==> src/rtl/dss_pkg.sv <==
// ============================================================================
// dss_pkg
// Types, codes and helpers shared by the disk sweep scheduler modules.
// ============================================================================
package dss_pkg;

    localparam int CYL_W      = 16;
    localparam int ARRIVAL_W  = 6;
    localparam int DIST_W     = 22;
    localparam int DIST_ACC_W = 23;
    localparam int CFG_IDX_W  = 2;
    localparam int CFG_DATA_W = 16;
    localparam int MODE_W     = 2;

    localparam logic [MODE_W-1:0] MODE_FCFS  = 2'd0;
    localparam logic [MODE_W-1:0] MODE_SCAN  = 2'd1;
    localparam logic [MODE_W-1:0] MODE_CSCAN = 2'd2;

    localparam logic [CFG_IDX_W-1:0] CFG_MODE       = 2'd0;
    localparam logic [CFG_IDX_W-1:0] CFG_START_HEAD = 2'd1;
    localparam logic [CFG_IDX_W-1:0] CFG_DISK_LIMIT = 2'd2;

    typedef struct packed {
        logic [CYL_W-1:0] request_cylinder;
        logic             last_request;
    } request_t;

    typedef struct packed {
        logic [CYL_W-1:0]     served_cylinder;
        logic [ARRIVAL_W-1:0] arrival_index;
        logic [DIST_W-1:0]    distance_so_far;
        logic                 last_served;
        logic                 overflowed;
    } result_t;

    typedef enum logic [1:0] {
        ST_IDLE,
        ST_PASS,
        ST_DRAIN,
        ST_DECIDE
    } state_t;

    typedef struct packed {
        logic load;
        logic serve_init;
        logic pass_clear;
        logic issue;
        logic emit;
        logic switch_back;
        logic batch_done;
    } ctrl_cmd_t;

    typedef struct packed {
        logic issue_last;
        logic best_found;
        logic final_emit;
        logic can_turn;
    } dp_status_t;

    function automatic logic [CYL_W-1:0] clamp_cyl(input logic [CYL_W-1:0] c,
                                                   input logic [CYL_W-1:0] lim);
        return (c > lim) ? lim : c;
    endfunction

endpackage

==> src/rtl/dss_ram.sv <==
// ============================================================================
// dss_ram
// Generic single-write, single-read RAM with a registered read port.
// ============================================================================
module dss_ram #(
    parameter int WIDTH = 16,
    parameter int DEPTH = 64,
    localparam int ADDR_W = (DEPTH > 1) ? $clog2(DEPTH) : 1
) (
    input  logic              clk,
    input  logic              we,
    input  logic [ADDR_W-1:0] waddr,
    input  logic [WIDTH-1:0]  wdata,
    input  logic [ADDR_W-1:0] raddr,
    output logic [WIDTH-1:0]  rdata
);

    logic [WIDTH-1:0] mem [DEPTH];
    logic [WIDTH-1:0] rdata_reg;

    always_ff @(posedge clk)
    begin
        if (we)
        begin
            mem[waddr] <= wdata;
        end
        rdata_reg <= mem[raddr];
    end

    assign rdata = rdata_reg;

endmodule

==> src/rtl/dss_datapath.sv <==
// ============================================================================
// dss_datapath
// Configuration registers, request store, compare pass and result register.
// ============================================================================
module dss_datapath #(
    parameter int MAX_REQUESTS = 64
) (
    input  logic                                clk,
    input  logic                                rst_n,
    input  logic                                cfg_we,
    input  logic [dss_pkg::CFG_IDX_W-1:0]       cfg_index,
    input  logic [dss_pkg::CFG_DATA_W-1:0]      cfg_data,
    input  dss_pkg::request_t                   request,
    input  dss_pkg::ctrl_cmd_t                  cmd,
    output dss_pkg::dp_status_t                 status,
    output logic                                result_valid,
    output dss_pkg::result_t                    result
);
    import dss_pkg::*;

    localparam int IDX_W = (MAX_REQUESTS > 1) ? $clog2(MAX_REQUESTS) : 1;
    localparam int CNT_W = $clog2(MAX_REQUESTS + 1);
    localparam logic [CNT_W-1:0] MAX_CNT = CNT_W'(MAX_REQUESTS);

    logic [MODE_W-1:0]       mode_reg;
    logic [CYL_W-1:0]        start_head_reg;
    logic [CYL_W-1:0]        disk_limit_reg;
    logic [CNT_W-1:0]        count_reg;
    logic                    drop_reg;
    logic [MAX_REQUESTS-1:0] marks_reg;
    logic                    phase_up_reg;
    logic [CYL_W-1:0]        h0_reg;
    logic [CYL_W-1:0]        head_reg;
    logic [DIST_ACC_W-1:0]   dist_reg;
    logic [IDX_W-1:0]        scan_idx_reg;
    logic                    cmp_valid_reg;
    logic [IDX_W-1:0]        cmp_idx_reg;
    logic                    best_found_reg;
    logic [IDX_W-1:0]        best_idx_reg;
    logic [CYL_W-1:0]        best_cyl_reg;
    logic [CNT_W-1:0]        served_cnt_reg;
    logic                    result_valid_reg;
    result_t                 result_reg;

    logic                    ram_we;
    logic [CYL_W-1:0]        ram_rdata;
    logic [CYL_W-1:0]        load_cyl;
    logic [CYL_W-1:0]        cand_cyl;
    logic                    sweep_mode;
    logic                    want_min;
    logic [CYL_W-1:0]        floor_cyl;
    logic                    qualify;
    logic                    better;
    logic [CYL_W-1:0]        abs_move;
    logic [CYL_W-1:0]        lim_minus_h0;
    logic [CYL_W:0]          sweep_dist;
    logic [DIST_ACC_W-1:0]   dist_next;

    assign load_cyl = clamp_cyl(request.request_cylinder, disk_limit_reg);
    assign ram_we   = cmd.load && (count_reg < MAX_CNT);

    dss_ram #(
        .WIDTH (CYL_W),
        .DEPTH (MAX_REQUESTS)
    ) u_store (
        .clk   (clk),
        .we    (ram_we),
        .waddr (count_reg[IDX_W-1:0]),
        .wdata (load_cyl),
        .raddr (scan_idx_reg),
        .rdata (ram_rdata)
    );

    // Candidate selection on the entry that the store returns this cycle.
    // Strict compares keep the lowest index among equal cylinders.
    always_comb
    begin
        sweep_mode = (mode_reg == MODE_SCAN) || (mode_reg == MODE_CSCAN);
        want_min   = phase_up_reg || (mode_reg == MODE_CSCAN);
        floor_cyl  = phase_up_reg ? h0_reg : '0;
        cand_cyl   = clamp_cyl(ram_rdata, disk_limit_reg);
        if (sweep_mode)
        begin
            qualify = !marks_reg[cmp_idx_reg] && (cand_cyl >= floor_cyl);
            better  = !best_found_reg ||
                      (want_min ? (cand_cyl < best_cyl_reg) : (cand_cyl > best_cyl_reg));
        end
        else
        begin
            qualify = !marks_reg[cmp_idx_reg];
            better  = !best_found_reg;
        end
    end

    // Head movement for the request about to be served.
    always_comb
    begin
        abs_move     = (best_cyl_reg >= head_reg) ? (best_cyl_reg - head_reg)
                                                  : (head_reg - best_cyl_reg);
        lim_minus_h0 = disk_limit_reg - h0_reg;
        if (phase_up_reg)
        begin
            sweep_dist = {1'b0, best_cyl_reg - h0_reg};
        end
        else if (mode_reg == MODE_CSCAN)
        begin
            sweep_dist = {1'b0, lim_minus_h0} + {1'b0, best_cyl_reg};
        end
        else
        begin
            sweep_dist = {1'b0, lim_minus_h0} + {1'b0, disk_limit_reg - best_cyl_reg};
        end
        if (sweep_mode)
        begin
            dist_next = DIST_ACC_W'(sweep_dist);
        end
        else
        begin
            dist_next = dist_reg + DIST_ACC_W'(abs_move);
        end
    end

    always_ff @(posedge clk or negedge rst_n)
    begin
        if (!rst_n)
        begin
            mode_reg         <= MODE_SCAN;
            start_head_reg   <= '0;
            disk_limit_reg   <= '1;
            count_reg        <= '0;
            drop_reg         <= 1'b0;
            marks_reg        <= '0;
            phase_up_reg     <= 1'b1;
            head_reg         <= '0;
            dist_reg         <= '0;
            cmp_valid_reg    <= 1'b0;
            best_found_reg   <= 1'b0;
            served_cnt_reg   <= '0;
            result_valid_reg <= 1'b0;
        end
        else
        begin
            if (cfg_we)
            begin
                case (cfg_index)
                    CFG_MODE:       mode_reg       <= cfg_data[MODE_W-1:0];
                    CFG_START_HEAD: start_head_reg <= cfg_data[CYL_W-1:0];
                    CFG_DISK_LIMIT: disk_limit_reg <= cfg_data[CYL_W-1:0];
                    default:        ;
                endcase
            end

            if (cmd.load)
            begin
                if (count_reg < MAX_CNT)
                begin
                    marks_reg[count_reg[IDX_W-1:0]] <= 1'b0;
                    count_reg                       <= count_reg + 1'b1;
                end
                else
                begin
                    drop_reg <= 1'b1;
                end
            end

            if (cmd.serve_init)
            begin
                head_reg       <= clamp_cyl(start_head_reg, disk_limit_reg);
                dist_reg       <= '0;
                phase_up_reg   <= 1'b1;
                served_cnt_reg <= '0;
            end

            cmp_valid_reg <= cmd.issue;
            if (cmd.pass_clear)
            begin
                best_found_reg <= 1'b0;
            end
            else if (cmp_valid_reg && qualify && better)
            begin
                best_found_reg <= 1'b1;
            end

            result_valid_reg <= cmd.emit;
            if (cmd.emit)
            begin
                marks_reg[best_idx_reg] <= 1'b1;
                head_reg                <= best_cyl_reg;
                dist_reg                <= dist_next;
                served_cnt_reg          <= served_cnt_reg + 1'b1;
            end

            if (cmd.switch_back)
            begin
                phase_up_reg <= 1'b0;
            end

            if (cmd.batch_done)
            begin
                count_reg <= '0;
                marks_reg <= '0;
                drop_reg  <= 1'b0;
                dist_reg  <= '0;
            end
        end
    end

    // Payload registers without reset.
    always_ff @(posedge clk)
    begin
        if (cmd.serve_init)
        begin
            h0_reg <= clamp_cyl(start_head_reg, disk_limit_reg);
        end
        if (cmd.pass_clear)
        begin
            scan_idx_reg <= '0;
        end
        else if (cmd.issue)
        begin
            scan_idx_reg <= scan_idx_reg + 1'b1;
        end
        cmp_idx_reg <= scan_idx_reg;
        if (!cmd.pass_clear && cmp_valid_reg && qualify && better)
        begin
            best_idx_reg <= cmp_idx_reg;
            best_cyl_reg <= cand_cyl;
        end
        if (cmd.emit)
        begin
            result_reg.served_cylinder <= best_cyl_reg;
            result_reg.arrival_index   <= ARRIVAL_W'(best_idx_reg);
            result_reg.distance_so_far <= dist_next[DIST_W-1:0];
            result_reg.last_served     <= status.final_emit;
            result_reg.overflowed      <= drop_reg;
        end
    end

    assign status.issue_last = (CNT_W'(scan_idx_reg) == (count_reg - 1'b1));
    assign status.best_found = best_found_reg;
    assign status.final_emit = ((served_cnt_reg + 1'b1) == count_reg);
    assign status.can_turn   = sweep_mode && phase_up_reg;

    assign result_valid = result_valid_reg;
    assign result       = result_reg;

endmodule

==> src/rtl/dss_controller.sv <==
// ============================================================================
// dss_controller
// Sequencer for loading, compare passes, sweep turn and result emission.
// ============================================================================
module dss_controller (
    input  logic                clk,
    input  logic                rst_n,
    input  logic                start,
    input  logic                last_request,
    input  dss_pkg::dp_status_t status,
    output dss_pkg::ctrl_cmd_t  cmd,
    output logic                busy
);
    import dss_pkg::*;

    state_t state_reg;
    state_t state_next;

    always_ff @(posedge clk or negedge rst_n)
    begin
        if (!rst_n)
        begin
            state_reg <= ST_IDLE;
        end
        else
        begin
            state_reg <= state_next;
        end
    end

    always_comb
    begin
        state_next = state_reg;
        cmd        = '0;
        busy       = 1'b1;
        case (state_reg)
            ST_IDLE:
            begin
                busy = 1'b0;
                if (start)
                begin
                    cmd.load = 1'b1;
                    if (last_request)
                    begin
                        cmd.serve_init = 1'b1;
                        cmd.pass_clear = 1'b1;
                        state_next     = ST_PASS;
                    end
                end
            end
            ST_PASS:
            begin
                cmd.issue = 1'b1;
                if (status.issue_last)
                begin
                    state_next = ST_DRAIN;
                end
            end
            ST_DRAIN:
            begin
                state_next = ST_DECIDE;
            end
            ST_DECIDE:
            begin
                if (status.best_found)
                begin
                    cmd.emit = 1'b1;
                    if (status.final_emit)
                    begin
                        cmd.batch_done = 1'b1;
                        state_next     = ST_IDLE;
                    end
                    else
                    begin
                        cmd.pass_clear = 1'b1;
                        state_next     = ST_PASS;
                    end
                end
                else if (status.can_turn)
                begin
                    // Nothing left at or above the start head: sweep back.
                    cmd.switch_back = 1'b1;
                    cmd.pass_clear  = 1'b1;
                    state_next      = ST_PASS;
                end
                else
                begin
                    cmd.batch_done = 1'b1;
                    state_next     = ST_IDLE;
                end
            end
            default:
            begin
                state_next = ST_IDLE;
            end
        endcase
    end

endmodule

==> src/rtl/disk_sweep_scheduler_unit.sv <==
// ============================================================================
// disk_sweep_scheduler_unit
// Batch disk request scheduler: first come first served, scan, circular scan.
// ============================================================================
// Usage: write mode, start_head and disk_limit through cfg_we/cfg_index/
// cfg_data while the block is idle. Each request is taken when start is high
// and busy is low, so requests load back to back, and requests beyond
// MAX_REQUESTS are dropped and flagged on every result of the batch.
// The request with last_request set closes the batch and raises busy.
// Service then runs one compare pass over the n stored requests for each
// result: a pass reads the request store once per entry, and a scan batch
// that turns takes one extra pass.
// Each result appears on result for exactly one cycle with result_valid
// high; the receiver cannot stall, so no result is ever held back.
// busy is low again in the cycle that carries the final result.
// Reset returns the block to idle with an empty batch, the head at cylinder
// zero and the configuration at its defaults; no clearing pass is needed.
// ============================================================================
module disk_sweep_scheduler_unit #(
    parameter int MAX_REQUESTS = 64
) (
    input  logic                           clk,
    input  logic                           rst_n,
    input  logic                           start,
    output logic                           busy,
    input  dss_pkg::request_t              request,
    output logic                           result_valid,
    output dss_pkg::result_t               result,
    input  logic                           cfg_we,
    input  logic [dss_pkg::CFG_IDX_W-1:0]  cfg_index,
    input  logic [dss_pkg::CFG_DATA_W-1:0] cfg_data
);
    import dss_pkg::*;

    ctrl_cmd_t  cmd;
    dp_status_t status;

    dss_controller u_ctrl (
        .clk          (clk),
        .rst_n        (rst_n),
        .start        (start),
        .last_request (request.last_request),
        .status       (status),
        .cmd          (cmd),
        .busy         (busy)
    );

    dss_datapath #(
        .MAX_REQUESTS (MAX_REQUESTS)
    ) u_dp (
        .clk          (clk),
        .rst_n        (rst_n),
        .cfg_we       (cfg_we),
        .cfg_index    (cfg_index),
        .cfg_data     (cfg_data),
        .request      (request),
        .cmd          (cmd),
        .status       (status),
        .result_valid (result_valid),
        .result       (result)
    );

endmodule
==> config.mk <==
export PLATFORM = sky130hd
export DESIGN_NAME = disk_sweep_scheduler_unit
export DESIGN_NICKNAME = d
export VERILOG_FILES = /design/src/rtl/dss_pkg.sv /design/src/rtl/dss_ram.sv /design/src/rtl/dss_datapath.sv /design/src/rtl/dss_controller.sv /design/src/rtl/disk_sweep_scheduler_unit.sv
export SDC_FILE = /design/constraint.sdc
export NUM_CORES = 2
export LEC_CHECK = 0
export BUFFER_PORTS_ARGS = -buffer_cell sky130_fd_sc_hd__buf_2
export CELL_PAD_IN_SITES_DETAIL_PLACEMENT = 2
export CELL_PAD_IN_SITES_GLOBAL_PLACEMENT = 2
export CORE_MARGIN = 3
export CORE_UTILIZATION = 48
export DETAILED_ROUTE_END_ITERATION = 10
export MAX_ROUTING_LAYER = met4
export PLACE_DENSITY = 0.78
export SYNTH_ARGS = -nofsm -noshare
export SYNTH_HDL_FRONTEND = slang
export SYNTH_SLANG_ARGS = --single-unit
==> constraint.sdc <==
create_clock -name clk -period 8.9 [get_ports clk]
set_input_delay 0.445 -clock clk [delete_from_list [all_inputs] [get_ports clk]]
set_output_delay 0.445 -clock clk [all_outputs]
set_load 0.005 [all_outputs]
==> run summary <==
Sequential share of power: 0.334
CP Depth: 20
NetSw: 10100 µW
Die H: 354 µm
Vias: 39700
WL per Instance: 45.3 µm
Total track usage: 0.379
Clock slew at reported path FFs: 0.08 ns
Largest net degree at the start of global routing: 118
DIE AREA: 125000 µm²
Final Max Slew Viols: 21
First-pass GRT wire length: 325000 µm
CP required: 9.31 ns
Post-cts sizing count: 0
Worst hold path endpoint: u_dp.disk_limit_reg[1]
Post-synthesis adder-cell area fraction: 0.0445
Area grow syn2layout: 13.3%
Clock network power share: 0.253
Critical-path top delay cell: dfstp_2
Initial antenna violation count: 34
DRC: 0
Post-CTS Setup Repair Bufs: 0
CP bufs+invs: 3
Max_cap viols: 1
Worst-path fanout max: 17
R2r worst-path depth: 20
Starting Density: 0.487
Gr ovfl total: 0
Layout cell share with drive strength beyond 1: 0.235
IO Count: 87
Starting DRT DRC Count: 6075
Cell Int Power: 14800 µW
PortBufs: 86
Top cell family by delay on the critical path: simple AND/OR/NAND/NOR gates
Row count: 126
Synth Area in XOR/XNOR: 0.0164
Max stage delay on crit path: 0.68 ns
Worst R2R Start: u_dp.disk_limit_reg[13]
ANT nets after route: 0
Main combinational cell family by area after synthesis: multiplexers
FF-to-FF End: u_dp.best_cyl_reg[13]
Die Width: 354 µm
Crit start category: register
Crit path kind: register to register
Sink Count: 1293
Flop-to-flop setup slack: 2.11 ns
Post-synth net total: 3764
Async S/R FF share, synth: 0.121
Vias in the first global route: 39700
Cts bufs inserted: 139
Final setup viols: 0
Primary FF master, synth: edfxtp_1
Routed wire length: 250000 µm
Yosys warns: 0
Worst skew pair latency: 0.83 ns
Endpoints failing hold: 0
Final HPWL DP: 133000 µm
Clock H-tree levels: 4
Tcrit/Tclk final: 0.763
GPL Wtd Cong: 0.899
Fin crit period: 6.79 ns
Avg Vias per Cell: 7.20
Fin Setup TNS: 0 ns
Leak: 0.0228 µW
CTS max path bufs: 3
Tightest Pin Transition: 1.53 ns
Mux cell area share after synthesis: 0.155
Fin area: 65700 µm²
Hold Path Depth: 2
Most frequent CP cell: nor2_1
Synthesized netlist cell count: 3523
Post-synthesis sequential area ratio: 0.651
Commonest cells in the netlist: edfxtp_1, mux4_2, ha_1, nor2_1, nand2_1
Avg Inst Size Synth: 16.5 µm²
Placed Area: 60800 µm²
Worst min path class: input pin to register
Max reg flops: 1024
Count leader, synth: edfxtp_1
CTS tree: built
Sequence of cells on the critical path: inv_1 > ha_1 > nand4_1 > or2_2 > o22ai_1 > nor3_1 > nor2_1 > buf_4 > mux2_2 > ha_1 > a21oi_1 > o22ai_1 > nor2_1 > nor2_1 > a211oi_1 > o21ai_0 > mux2i_1 > o21a_1 > nor3_2 > buf_4
Yosys cell types: 79
Crit path capture type: register
PD cells: 379 nW/µm²
# hold bufs at CTS: 17
Yosys reg bits: 1293
Detailed Routing Iterations Pass 1: 6
Post-synth EDFFs: 1108
Headroom to the max-slew limit: -0.0199
Gate power share: 0.413
Violated checks: capacitance limit, slew limit
Status: finished, violations left
Core area: 119000 µm²
Simple-gate share of the synthesized area: 0.0502
Area contributors post-synth: edfxtp_1, mux4_2, dfrtp_1
Top-area cell type share of the netlist area: 0.574
Root Buffer: clkbuf_16
F_max: 0.147 GHz
Nets: 3959
Worst Skew: 0.101 ns
Arrival time worst endpoint: 7.20 ns
Hold path start: cfg_data[1]
Sw frac: 0.404
RSZ-0062 raised after global routing: no
Post-synthesis compound-gate area fraction: 0.0625
Post-Syn Area: 58000 µm²
IR drop worst, VDD: 0.237 mV
Top cell type by total area after synthesis: edfxtp_1
==> metal layers <==
| metal | up-vias | share of wire | track usage | routed length [µm] |
|---|---|---|---|---|
| li1 | 14400 | - | - | - |
| met1 | 20900 | 0.35 | 0.469 | 87100 |
| met2 | 3436 | 0.47 | 0.591 | 117000 |
| met3 | 928 | 0.11 | 0.0844 | 28300 |
| met4 | 0 | 0.071 | 0.192 | 17600 |
| met5 | - | 0 | - | 0 |
==> power groups by stage <==
stage	clock (µW)	combinational, µW	sequential [µW]
final	6300	10300	8310
after global routing	6490	10900	8340
after CTS	6020	9820	8240
after detailed placement	0	9600	8350
after global placement	0	8960	8290
after floorplan	0	6550	8040
==> cell families (layout without fill, tap and decap cells) <==
logic type,count (synthesis),count (layout)
flip-flops,1293,1293
buffers and inverters,293,602
adder cells (fa/ha/maj),202,202
AND/OR/NAND/NOR,627,627
XOR/XNOR,104,104
AO/OA/AOI/OAI,558,558
other,0,77
multiplexers,446,446
==> through the flow <==
stage                     setup WS (ns)  hold WS (ns)   util  cells  power (µW)
final                              2.11        0.0545  0.552   5509       24900
after floorplan                    2.64         0.149      -   3523       14600
after global placement             2.90         0.450  0.511   5159       17200
after global routing               1.99        0.0632  0.552   5499       25700
after CTS                          2.57        0.0120  0.550   5431       24100
after detailed placement           2.79         0.465  0.511   5159       17900
==> cells in the final DEF, fill, tap and decap left out, types with 37 or more instances in the layout <==
master	netlist	layout
clkbuf_1	124	38
mux2_2	71	71
nor2_1	190	186
buf_2	31	85
xnor2_1	61	61
o21ai_0	143	143
nor3_1	48	47
nand2_1	185	185
nand3_1	53	37
a21o_1	41	41
clkbuf_16	0	140
dfrtp_1	139	139
edfxtp_1	1108	1108
ha_1	195	195
mux4_2	356	356
diode_2	0	77
nand4_1	37	37
inv_1	120	119
buf_4	0	120
xor2_1	40	40
a21oi_1	150	148
==> layout make-up <==
class                      count  area (µm²)
antenna                       77         193
clock buffer                 188        3780
clock inverter                67         707
fill                       10300       53300
inverter                     121         454
multi-input combinational   1937       19200
sequential                  1293       37800
tap                         1600        2000
timing repair buffer         226        1560
==> worst max path at each step <==
| stage | startpoint | slack [ns] | endpoint |
|---|---|---|---|
| after global routing | u_dp.disk_limit_reg[1] | 1.99 | u_dp.best_cyl_reg[13] |
| after detailed placement | u_dp.disk_limit_reg[15] | 2.79 | u_dp.best_cyl_reg[13] |
| final | u_dp.disk_limit_reg[13] | 2.11 | u_dp.best_cyl_reg[13] |
| after floorplan | u_dp.disk_limit_reg[15] | 2.64 | u_dp.best_cyl_reg[0] |
| after global placement | u_dp.disk_limit_reg[15] | 2.90 | u_dp.best_cyl_reg[15] |
| after CTS | u_dp.disk_limit_reg[9] | 2.57 | u_dp.best_cyl_reg[13] |
(Power assumes the default switching activity.)
